[src/rtl/mhid_pkg.sv]
// Shared types and constants of the min-heap insert/delete unit.
package mhid_pkg;

    localparam int KEY_W        = 32;
    localparam int COUNT_W      = 11;
    localparam int STATUS_W     = 2;
    localparam int CAPACITY_DEF = 1024;

    localparam logic KIND_INSERT = 1'b0;
    localparam logic KIND_DELETE = 1'b1;

    typedef enum logic [STATUS_W-1:0] {
        STATUS_DONE      = 2'd0,
        STATUS_NOT_FOUND = 2'd1,
        STATUS_FULL      = 2'd2
    } status_t;

    typedef enum logic [3:0] {
        ST_IDLE,
        ST_SCAN,
        ST_LAST,
        ST_UP,
        ST_UPCMP,
        ST_DN,
        ST_DNL,
        ST_DNR,
        ST_FIN
    } state_t;

    // Result handed from the sequencer to the output register.
    typedef struct packed {
        logic               valid;
        status_t            status;
        logic [COUNT_W-1:0] count;
    } res_t;

endpackage

[src/rtl/mhid_ctrl.sv]
// Sequencer: linear search, sift-up and sift-down over the key store.
module mhid_ctrl
    import mhid_pkg::*;
#(
    parameter int CAPACITY = CAPACITY_DEF
)
(
    input  logic                    clk,
    input  logic                    rst_n,
    input  logic                    in_valid,
    output logic                    in_stall,
    input  logic                    kind,
    input  logic signed [KEY_W-1:0] key,
    output res_t                    res,
    input  logic                    res_ready,
    output logic                    mem_we,
    output logic [$clog2(CAPACITY)-1:0] mem_waddr,
    output logic signed [KEY_W-1:0] mem_wdata,
    output logic                    mem_re,
    output logic [$clog2(CAPACITY)-1:0] mem_raddr,
    input  logic signed [KEY_W-1:0] mem_rdata
);

    localparam int AW = $clog2(CAPACITY);
    localparam int CW = $clog2(CAPACITY + 1);
    localparam int XW = AW + 2;

    state_t                  state_reg, state_next;
    logic [CW-1:0]           count_reg, count_next;
    logic signed [KEY_W-1:0] key_reg, key_next;
    logic signed [KEY_W-1:0] cur_reg, cur_next;
    logic signed [KEY_W-1:0] lval_reg, lval_next;
    logic [AW-1:0]           pos_reg, pos_next;
    logic [CW-1:0]           issue_reg, issue_next;
    logic [AW-1:0]           chk_reg, chk_next;
    logic                    pend_reg, pend_next;
    logic                    moved_reg, moved_next;
    logic                    del_reg, del_next;
    status_t                 status_reg, status_next;

    logic [CW-1:0]           last_idx;
    logic                    scan_more;
    logic                    hit;
    logic                    hit_last;
    logic                    full;
    logic [AW-1:0]           par;
    logic                    up_less;
    logic                    go_down;
    logic [XW-1:0]           lidx, ridx;
    logic                    has_l, has_r;
    logic signed [KEY_W-1:0] cand_l, bv1, bv;
    logic                    l_smaller, r_smaller, moves;
    logic [XW-1:0]           best_idx;

    // shared decode
    always_comb
    begin
        last_idx  = count_reg - CW'(1);
        scan_more = issue_reg < count_reg;
        hit       = pend_reg && (mem_rdata == key_reg);
        hit_last  = CW'(chk_reg) == last_idx;
        full      = count_reg >= CW'(CAPACITY);
        par       = (pos_reg - AW'(1)) >> 1;
        up_less   = cur_reg < mem_rdata;
        go_down   = del_reg && !moved_reg;
        lidx      = XW'({pos_reg, 1'b1});
        ridx      = lidx + XW'(1);
        has_l     = lidx < XW'(count_reg);
        has_r     = ridx < XW'(count_reg);
        cand_l    = (state_reg == ST_DNL) ? mem_rdata : lval_reg;
        l_smaller = cand_l < cur_reg;
        bv1       = l_smaller ? cand_l : cur_reg;
        r_smaller = (state_reg == ST_DNR) && (mem_rdata < bv1);
        moves     = l_smaller || r_smaller;
        best_idx  = r_smaller ? ridx : lidx;
        bv        = r_smaller ? mem_rdata : bv1;
    end

    // next state
    always_comb
    begin
        state_next = state_reg;
        case (state_reg)
            ST_IDLE:
            begin
                if (in_valid)
                begin
                    if (kind == KIND_INSERT)
                    begin
                        state_next = full ? ST_FIN : ST_UP;
                    end
                    else
                    begin
                        state_next = (count_reg == '0) ? ST_FIN : ST_SCAN;
                    end
                end
            end
            ST_SCAN:
            begin
                if (hit)
                begin
                    state_next = hit_last ? ST_FIN : ST_LAST;
                end
                else if (!scan_more)
                begin
                    state_next = ST_FIN;
                end
            end
            ST_LAST:  state_next = ST_UP;
            ST_UP:
            begin
                if (pos_reg != '0)
                begin
                    state_next = ST_UPCMP;
                end
                else
                begin
                    state_next = go_down ? ST_DN : ST_FIN;
                end
            end
            ST_UPCMP:
            begin
                if (up_less)
                begin
                    state_next = ST_UP;
                end
                else
                begin
                    state_next = go_down ? ST_DN : ST_FIN;
                end
            end
            ST_DN:    state_next = has_l ? ST_DNL : ST_FIN;
            ST_DNL:
            begin
                if (has_r)
                begin
                    state_next = ST_DNR;
                end
                else
                begin
                    state_next = moves ? ST_DN : ST_FIN;
                end
            end
            ST_DNR:   state_next = moves ? ST_DN : ST_FIN;
            ST_FIN:   state_next = res_ready ? ST_IDLE : ST_FIN;
            default:  state_next = ST_IDLE;
        endcase
    end

    // outputs: memory controls, handshake, result
    always_comb
    begin
        mem_we    = 1'b0;
        mem_waddr = pos_reg;
        mem_wdata = cur_reg;
        mem_re    = 1'b0;
        mem_raddr = AW'(issue_reg);
        case (state_reg)
            ST_SCAN:
            begin
                if (hit)
                begin
                    mem_re    = !hit_last;
                    mem_raddr = AW'(last_idx);
                end
                else
                begin
                    mem_re = scan_more;
                end
            end
            ST_UP:
            begin
                if (pos_reg != '0)
                begin
                    mem_re    = 1'b1;
                    mem_raddr = par;
                end
                else
                begin
                    mem_we = !go_down;
                end
            end
            ST_UPCMP:
            begin
                if (up_less)
                begin
                    mem_we    = 1'b1;
                    mem_wdata = mem_rdata;
                end
                else
                begin
                    mem_we = !go_down;
                end
            end
            ST_DN:
            begin
                if (has_l)
                begin
                    mem_re    = 1'b1;
                    mem_raddr = AW'(lidx);
                end
                else
                begin
                    mem_we = 1'b1;
                end
            end
            ST_DNL:
            begin
                if (has_r)
                begin
                    mem_re    = 1'b1;
                    mem_raddr = AW'(ridx);
                end
                else
                begin
                    mem_we    = 1'b1;
                    mem_wdata = bv;
                end
            end
            ST_DNR:
            begin
                mem_we    = 1'b1;
                mem_wdata = bv;
            end
            default:
            begin
                mem_we = 1'b0;
            end
        endcase
        in_stall   = state_reg != ST_IDLE;
        res.valid  = state_reg == ST_FIN;
        res.status = status_reg;
        res.count  = COUNT_W'(count_reg);
    end

    // datapath next values
    always_comb
    begin
        count_next  = count_reg;
        key_next    = key_reg;
        cur_next    = cur_reg;
        lval_next   = lval_reg;
        pos_next    = pos_reg;
        issue_next  = issue_reg;
        chk_next    = chk_reg;
        pend_next   = pend_reg;
        moved_next  = moved_reg;
        del_next    = del_reg;
        status_next = status_reg;
        case (state_reg)
            ST_IDLE:
            begin
                if (in_valid)
                begin
                    key_next    = key;
                    status_next = STATUS_DONE;
                    issue_next  = '0;
                    pend_next   = 1'b0;
                    if (kind == KIND_INSERT)
                    begin
                        if (full)
                        begin
                            status_next = STATUS_FULL;
                        end
                        else
                        begin
                            pos_next   = AW'(count_reg);
                            count_next = count_reg + CW'(1);
                            cur_next   = key;
                            moved_next = 1'b0;
                            del_next   = 1'b0;
                        end
                    end
                    else if (count_reg == '0)
                    begin
                        status_next = STATUS_NOT_FOUND;
                    end
                end
            end
            ST_SCAN:
            begin
                if (hit)
                begin
                    count_next = last_idx;
                    pos_next   = chk_reg;
                end
                else if (!scan_more)
                begin
                    status_next = STATUS_NOT_FOUND;
                end
                else
                begin
                    chk_next   = AW'(issue_reg);
                    pend_next  = 1'b1;
                    issue_next = issue_reg + CW'(1);
                end
            end
            ST_LAST:
            begin
                cur_next   = mem_rdata;
                moved_next = 1'b0;
                del_next   = 1'b1;
            end
            ST_UPCMP:
            begin
                if (up_less)
                begin
                    pos_next   = par;
                    moved_next = 1'b1;
                end
            end
            ST_DNL:
            begin
                lval_next = mem_rdata;
                if (!has_r && moves)
                begin
                    pos_next = AW'(best_idx);
                end
            end
            ST_DNR:
            begin
                if (moves)
                begin
                    pos_next = AW'(best_idx);
                end
            end
            default:
            begin
                pend_next = pend_reg;
            end
        endcase
    end

    always_ff @(posedge clk or negedge rst_n)
    begin
        if (!rst_n)
        begin
            state_reg <= ST_IDLE;
            count_reg <= '0;
        end
        else
        begin
            state_reg <= state_next;
            count_reg <= count_next;
        end
    end

    always_ff @(posedge clk)
    begin
        key_reg    <= key_next;
        cur_reg    <= cur_next;
        lval_reg   <= lval_next;
        pos_reg    <= pos_next;
        issue_reg  <= issue_next;
        chk_reg    <= chk_next;
        pend_reg   <= pend_next;
        moved_reg  <= moved_next;
        del_reg    <= del_next;
        status_reg <= status_next;
    end

endmodule

[config.mk]
export PLATFORM = sky130hd
export DESIGN_NAME = mhid_ctrl
export DESIGN_NICKNAME = d
export VERILOG_FILES = /design/src/rtl/mhid_pkg.sv /design/src/rtl/mhid_ctrl.sv
export SDC_FILE = /design/constraint.sdc
export NUM_CORES = 1
export LEC_CHECK = 0
export BUFFER_PORTS_ARGS = -buffer_cell sky130_fd_sc_hd__buf_2
export CORE_MARGIN = 2
export CORE_UTILIZATION = 50
export CTS_CLUSTER_SIZE = 30
export DETAILED_ROUTE_END_ITERATION = 8
export PLACE_DENSITY_LB_ADDON = 0.1
export REMOVE_ABC_BUFFERS = 1
export SLEW_MARGIN = 20
export SYNTH_ARGS = -nofsm -noshare
export SYNTH_HDL_FRONTEND = slang
export SYNTH_SLANG_ARGS = --single-unit
export TNS_END_PERCENT = 1
[constraint.sdc]
create_clock -name clk -period 8.75 [get_ports clk]
set_input_delay 1.75 -clock clk [delete_from_list [all_inputs] [get_ports clk]]
set_output_delay 1.75 -clock clk [all_outputs]
set_load 0.05 [all_outputs]
==> flow_summary.ini, run 1 <==
[placement]
placed_cells = 1748
hpwl_um = 28200
placed_area_um2 = 13100
routabilityCongestion = 0.950
port-buffer-count = 137

[power_and_ir_drop]
peakVddDrop_v = 0.000346
p_clk_share_pct = 15.4
p_per_area_nw_per_um2 = 340
p_int_uw = 2660
power_frac_comb_pct = 60.2
seqPwrFrac_pct = 24.4
power_leakage_uw = 0.00667
power_uw = 5150
p_sw_share_pct = 48.3
power.switching_uw = 2490

[clocking]
cts-root-buf = clkbuf_16
numCtsBuffers = 17
clkLatencyLatePin_ns = 0.44
h-tree-depth = 4
ctsHoldBuffers = 0
clkTransAtPathRegs_ns = 0.06
cts_tree = done
clockBufferDepth = 2
cts_sinks = 147

[floorplanning]
io_pins = 138
die_area_um2 = 24000
core-area_um2 = 22500
dieWidth_um = 155
start_util_pct = 50.6
rows = 55
fp.dieH_um = 155

[routing]
top_layer = met4
met1_length_um = 16700
drtPass1Iterations = 6
vias = 11100
drt-initial-drc-count = 915
ant_nets = 0
met2_length_um = 18400
drc = 0
wl_met3_um = 2870
wl_per_cell_um = 21.8
viasPerCell = 6.11
wirelength_um = 39700

[finish]
multi_input_area_um2 = 7560
mostFrequentLayoutCells = buf_4, ha_1, edfxtp_1
syn_to_final_growth_pct = 33.1
n_fill_cell = 1860
final_layout_size_suffix_gt1_share_pct = 31.6
final_util_pct = 67.3
finalNonFillerCells = 1822
final_common_cell = buf_4
antenna_cells = 0
stdcell_area_um2 = 15100
regArea_um2 = 4020
layout.nets = 1722

[sta]
hold_viol = 0
fmax_mhz = 112
min_period_ns = 8.93
tightest_slew_ns = 0.992
worst_slack_ns = -0.176
finalCritPeriodShare_pct = 102
finalSetupViolations = 32
fin_skew_ns = 0.0145
slew_headroom_pct = 33.3
drv_slew = 0
rsz0062_at_grt = true

[synth]
synth_top_area_cell = edfxtp_1
synthDominantCellAreaShare_pct = 26.4
synthAdderAreaFrac_pct = 14.2
yosys_warnings = 0
ys.flop_type = edfxtp_1
synth_cell_types = 70
synth-compound-area-share_pct = 19.1
synth_enable_flop_cells = 100
async_flop_share_pct = 10.2
synth_top_family_by_area = compound AO/OA/AOI/OAI gates
synth-seq-area-share_pct = 35.3
yosys-top-cells-area = edfxtp_1, ha_1, dfxtp_1
syn-cell-area_um2 = 11400
avgSynthCellArea_um2 = 8.94
synthCells = 1273
ys_ff_latch = 147
synthSimpleGateAreaFrac_pct = 15.4
synth-xor-area-share_pct = 6.47
synth.area.mux_share_pct = 4.21

[grt]
grt_pass1_wl_um = 58400
grt_antenna_before_repair = 1
grtUsageTotal_pct = 31.5
overflow = 0
grt_start_max_net_pins = 36
first_global_vias = 10600

[setup_path]
cp-start-kind = input pin
critPathArrivalTime_ns = 7.18
crit_top_cell = buf_12
startpoint = mem_rdata[31]
crit_fanout = 7
timing.rr.start = state_reg[3]
cpMaxStageDelayCell = nor4_4
crit_path_max_incr_delay_ns = 0.36
crit_path_end_kind = output port
r2r_cells = 34
worstSetupPathType = in2out
crit_required_ns = 7.00

[hold_path]
hold_class = reg2reg
worstHoldStart = lval_reg[17]
whs_path_depth = 2

[flow_run]
maxCapViolations = 0

[status]
outcome = finished with violations
violations = setup timing
power groups by stage:
stage          clock [uW]  combinational, uW  sequential (uW)
3_5_place_dp            0               2610             1260
4_1_cts               798               2780             1250
3_3_place_gp            0               2580             1260
5_1_grt               828               3320             1280
6_report              794               3100             1260
2_1_floorplan           0               1600             1370
final timing paths:
| check | end | slack (ns) |
|---|---|---|
| max in group asynchronous | state_reg[3] | 7.22 |
| min in group asynchronous | count_reg[7] | 1.23 |
| worst min register to register | lval_reg[17] | 0.49 |
| worst min-delay path | lval_reg[17] | 0.49 |
| worst max-delay path | mem_wdata[3] | -0.18 |
| worst max register to register | mem_waddr[7] | 1.49 |
cell families (layout without fill, tap and decap cells):
group           after synthesis  after routing
fa+ha+maj                   129            129
flops                       147            147
simple gates                364            364
compound gates              351            351
buf+inv                     155            419
mux                          43             43
xor+xnor                     84             84
worst max-delay path, delay by kind of cell:
family | cells | cell delay, ns
AND/OR/NAND/NOR | 9 | 1.69
buffers and inverters | 10 | 1.41
AO/OA/AOI/OAI | 7 | 1.26
adder cells (fa/ha/maj) | 2 | 0.66
multiplexers | 1 | 0.22
XOR/XNOR | 1 | 0.13
stage by stage:
step	setup TNS [ns]	setup slack, ns	hold WS [ns]
finish	-3.23	-0.176	0.491
global route	-7.39	-0.296	0.513
CTS	0	0.0156	0.506
detailed placement	-11.82	-0.450	0.502
global placement	-9.56	-0.370	0.488
floorplan	-107.92	-2.95	0.466
what timing repair did:
item                       in CTS  in global routing
pin swaps                      13                 58
buffers inserted                8                 29
setup endpoints to repair      32                 32
resized for setup              71                224
cloned                          4                  3
routing by layer:
layer,GRT usage [%],up-vias
li1,-,5186
met1,42.7,5309
met3,3.57,111
met2,51.8,524
met5,0,-
met4,12.7,0
Yosys cell counts (4+ instances only):
cell type,number
dfxtp_1,32
nand2b_1,9
and4_1,6
nor2b_1,13
o21ai_0,105
nor4_1,18
xnor2_1,36
and2_1,4
a221o_1,5
mux2i_1,9
buf_2,6
a211oi_1,8
nand2_1,93
edfxtp_1,100
buf_1,5
dfrtp_1,15
mux2_2,32
a221oi_1,6
a22oi_1,31
nand4_1,20
and3_1,10
clkbuf_1,44
or3_1,4
o211ai_1,10
inv_1,97
xor2_1,48
a21oi_1,93
a21o_1,22
ha_1,129
o21a_1,8
a31oi_1,7
o22ai_1,20
nor2_1,105
a211o_1,5
nor3_1,35
nor3b_1,4
nand3_1,32
layout make-up:
class,count,area share [%]
clock buffer,21,3.11
clock inverter,11,1.00
inverter,98,2.51
multi-input combinational,971,49.9
sequential,147,26.5
tap,285,2.35
timing repair buffer,289,14.6
Power figures use the tool's default switching activity.
==> run 2: changes to the inputs <==
- CORE_UTILIZATION: 50 -> 44
==> run 2 against run 1 <==
Net effect: the run still ends with setup timing left; critical path type unchanged; wire length up 0.43%; register-to-register slack worse by 0.28 ns; highest routed layer unchanged; fmax up 1.6%; sequential share of layout area up 1.5 points; non-clock buffer count down 42; count of clock-buffer cells in the layout down 4; global-route usage down 2.3 points; cell area down 5.3%; clock power down 4.9%.
==> flow_summary.ini, run 2 (synthesis results as in run 1) <==
[setup_path]
crit_fanout = 11
cp-start-kind = input pin
crit_path_end_kind = output port
crit_required_ns = 7.00
r2r_cells = 30
critPathArrivalTime_ns = 7.03
worstSetupPathType = in2out

[hold_path]
whs_path_depth = 2
hold_class = reg2reg

[grt]
grt_antenna_before_repair = 0
grt_start_max_net_pins = 41
first_global_vias = 10300
grt_pass1_wl_um = 59400
grtUsageTotal_pct = 29.2
overflow = 0

[sta]
min_period_ns = 8.78
rsz0062_at_grt = true
fin_skew_ns = 0.0148
fmax_mhz = 114
hold_viol = 0
finalCritPeriodShare_pct = 100
tightest_slew_ns = 1.05
finalSetupViolations = 8
drv_slew = 0
slew_headroom_pct = 29.5
worst_slack_ns = -0.0349

[finish]
final_util_pct = 56.8
finalNonFillerCells = 1825
syn_to_final_growth_pct = 26.0
mostFrequentLayoutCells = ha_1, buf_2, buf_4
final_common_cell = ha_1
n_fill_cell = 2329
antenna_cells = 0
layout.nets = 1680
final_layout_size_suffix_gt1_share_pct = 26.2

[power_and_ir_drop]
peakVddDrop_v = 0.000208
power_leakage_uw = 0.00638
p_per_area_nw_per_um2 = 341
power_uw = 4880

[routing]
ant_nets = 0
wirelength_um = 39900
drtPass1Iterations = 5
vias = 10800
drt-initial-drc-count = 992
viasPerCell = 5.93
wl_per_cell_um = 21.9
drc = 0

[placement]
routabilityCongestion = 0.919
hpwl_um = 29200
place_ws_ns = -0.379
placed_cells = 1782
port-buffer-count = 137

[floorplanning]
dieWidth_um = 165
core-area_um2 = 25300
die_area_um2 = 27200
io_pins = 138
start_util_pct = 45.1
fp.dieH_um = 165
rows = 58

[clocking]
clkTransAtPathRegs_ns = 0.07
cts-root-buf = clkbuf_16
cts_tree = done
clockBufferDepth = 2
h-tree-depth = 4
clkLatencyLatePin_ns = 0.44
cts_sinks = 147
numCtsBuffers = 17

[status]
outcome = finished with violations
violations = setup timing

[flow_run]
maxCapViolations = 0
==> run 2: metal layers <==
metal / global-route usage [%] / wire length, um
met1: 42.4 / 18500
met2: 44.6 / 17400
met3: 4.97 / 3050
met4: 7.98 / 910
met5: 0 / 0
==> run 2: path summary, 6_finish.rpt <==
check                           slack [ns]     startpoint            to
worst max-delay path                 -0.03  mem_rdata[12]  mem_wdata[3]
worst min-delay path                  0.47   lval_reg[14]  lval_reg[14]
worst max register to register        1.21   state_reg[2]  mem_waddr[3]
worst min register to register        0.47   lval_reg[14]  lval_reg[14]
max in group asynchronous             7.21          rst_n  state_reg[3]
min in group asynchronous             1.23          rst_n  count_reg[2]
==> run 2: cell type report <==
cell class	instances	area (um^2)	area share, %
multi-input cells	971	7130	49.7
flip-flops and latches	147	4020	28.0
repair buffers	247	1820	12.7
clock buffers	17	425	2.97
well taps	330	413	2.88
inverters	98	368	2.57
clock inverters	15	160	1.12
==> run 2: power by group <==
| group | internal, uW | switching (uW) | total (uW) |
|---|---|---|---|
| Combinational | 1010 | 1840 | 2850 |
| Clock | 407 | 348 | 755 |
| Sequential | 1010 | 262 | 1280 |
==> run 2: stage by stage <==
step | area [um^2] | hold WS [ns] | TNS, ns
floorplan | 11100 | 0.466 | -107.92
global placement | 13000 | 0.488 | -1.02
detailed placement | 13000 | 0.504 | -8.30
CTS | 13800 | 0.468 | -0.125
global route | 14300 | 0.495 | -7.79
finish | 14300 | 0.468 | -0.150
==> run 2: repair_timing <==
action                                  CTS  global route
setup buffers                             3             5
hold endpoints to repair                  0             0
gates resized for setup                  36           173
endpoints found under the setup margin   32            32
pin swaps                                 3            34
cloned                                    1             3
hold buffers                              0             0
==> run 2: worst max-delay path: stages <==
cell	delay, ns
buf_2	0.10
inv_2	0.05
o21ai_2	0.15
ha_2	0.31
o21ai_0	0.20
a21oi_1	0.12
a221oi_2	0.32
nor2b_4	0.08
nor4_4	0.40
xnor2_4	0.23
clkbuf_16	0.25
nor2_1	0.05
a21oi_2	0.13
ha_1	0.26
and4_1	0.20
and3_1	0.20
a2111oi_2	0.29
buf_4	0.18
nand4b_1	0.25
nor3_2	0.25
mux2i_1	0.13
a31o_1	0.30
nand3_4	0.17
clkbuf_16	0.22
a22oi_1	0.09
o21ai_1	0.14
buf_6	0.19
==> run 3: changes to the inputs <==
- CELL_PAD_IN_SITES_DETAIL_PLACEMENT: not set -> 1
- CELL_PAD_IN_SITES_GLOBAL_PLACEMENT: not set -> 2
- CORE_UTILIZATION: 44 -> 33
==> run 3 against run 2 <==
Net effect: the flow still finishes with violations (setup timing); flip-flop and latch count did not move; combinational power is 7.0% higher; final cell count is 12% higher; core utilization shrank 13 points; register-to-register slack gained 0.51 ns; sequential power shrank 3%; fmax down 1.2%; largest cell class unchanged; largest power group unchanged.
==> flow_summary.ini, run 3 (synthesis results as in run 1) <==
[sta]
finalSetupViolations = 31
worst_slack_ns = -0.143
fmax_mhz = 112
fin_skew_ns = 0.0101
slew_headroom_pct = 26.7
finalCritPeriodShare_pct = 102
rsz0062_at_grt = true
drv_slew = 0
min_period_ns = 8.89
tightest_slew_ns = 1.09
setup_tns_ns = -2.55
hold_viol = 0

[placement]
place_ws_ns = -0.821
hpwl_um = 34800
placed_area_um2 = 13900
port-buffer-count = 137
routabilityCongestion = 0.860

[finish]
antenna_cells = 0
mostFrequentLayoutCells = buf_4, ha_1, buf_2
final_util_pct = 44.1
stdcell_area_um2 = 15100
syn_to_final_growth_pct = 33.0
final_layout_size_suffix_gt1_share_pct = 29.7
layout.nets = 1768
final_common_cell = buf_4

[status]
violations = setup timing
outcome = finished with violations

[routing]
ant_nets = 0
vias = 10900
drc = 0
drtPass1Iterations = 6
viasPerCell = 5.34
drt-initial-drc-count = 518
wl_per_cell_um = 22.1
wirelength_um = 45000

[floorplanning]
dieWidth_um = 190
start_util_pct = 33.2
io_pins = 138
rows = 68
fp.dieH_um = 190
die_area_um2 = 36000
core-area_um2 = 34300

[grt]
first_global_vias = 11700
grtUsageTotal_pct = 25.4
overflow = 0
grt_antenna_before_repair = 0
grt_start_max_net_pins = 47
grt_pass1_wl_um = 68900

[setup_path]
crit_required_ns = 7.00
cp-start-kind = input pin
timing.rr.start = state_reg[3]
critPathArrivalTime_ns = 7.14
startpoint = mem_rdata[5]
crit_fanout = 7
worstSetupPathType = in2out
crit_path_end_kind = output port

[clocking]
h-tree-depth = 4
numCtsBuffers = 17
clkTransAtPathRegs_ns = 0.07
cts_tree = done
clkLatencyLatePin_ns = 0.45
ctsHoldBuffers = 0
cts_sinks = 147
clockBufferDepth = 2
cts-root-buf = clkbuf_16

[hold_path]
hold_class = reg2reg
worstHoldStart = lval_reg[5]

[flow_run]
maxCapViolations = 0

[power_and_ir_drop]
power_leakage_uw = 0.00681
peakVddDrop_v = 0.000217
p_per_area_nw_per_um2 = 333
-- run 3: per-stage QoR --
step,hold WS [ns],power (uW),std cells
final,0.496,5040,2038
after global routing,0.518,5380,2038
after CTS,0.488,5000,2031
after detailed placement,0.505,4100,1985
after global placement,0.496,4050,1985
after floorplan,0.466,2970,1216
-- run 3: worst paths after layout --
| path | cells past startpoint | to | slack, ns |
|---|---|---|---|
| setup / recovery | 27 | mem_wdata[0] | -0.14 |
| hold / removal | 2 | lval_reg[5] | 0.50 |
| setup reg to reg | 31 | mem_waddr[9] | 1.72 |
| hold reg to reg | 2 | lval_reg[5] | 0.50 |
| max in group asynchronous | 1 | count_reg[9] | 7.20 |
| min in group asynchronous | 1 | state_reg[3] | 1.24 |
-- run 3: cell type report --
type	count	area (um^2)
multi-input combinational	971	7080
fill	3971	19200
clock inverter	13	151
timing repair buffer	335	2510
inverter	98	368
sequential	147	4020
tap	455	569
clock buffer	19	433
-- run 3: timing repair --
item,CTS,global route
resized for setup,88,75
pin swaps,22,25
setup buffers,12,7
setup endpoints to repair,32,32
cloned,2,0
-- run 3: where the power goes --
part           leakage (uW)  internal, uW  switching [uW]
registers           0.00137          1020             221
clock network      0.000277           426             333
logic               0.00516          1130            1910
-- run 3: layer usage --
layer	track usage [%]	part of all wire (%)	vias to the layer above
li1	-	-	5260
met1	30.5	43	5339
met2	46.5	51	222
met3	2.86	2.9	59
met4	9.18	3.0	0
met5	0	0	-
-- run 3: worst max-delay path, cell delays in order --
cell	delay, ns
buf_2	0.09
inv_1	0.06
o21ai_2	0.21
ha_1	0.29
a211oi_1	0.24
o22ai_1	0.16
o311a_4	0.35
nor4_4	0.26
buf_4	0.18
xnor2_4	0.08
buf_12	0.14
bufbuf_16	0.27
nor2_2	0.09
a21oi_2	0.06
ha_1	0.30
nand3_1	0.09
or3_1	0.32
a311o_1	0.38
nand4b_1	0.25
nor3b_2	0.09
mux2i_1	0.21
a31o_1	0.27
nand3_4	0.13
buf_12	0.19
buf_12	0.13
a221o_1	0.37
buf_6	0.17
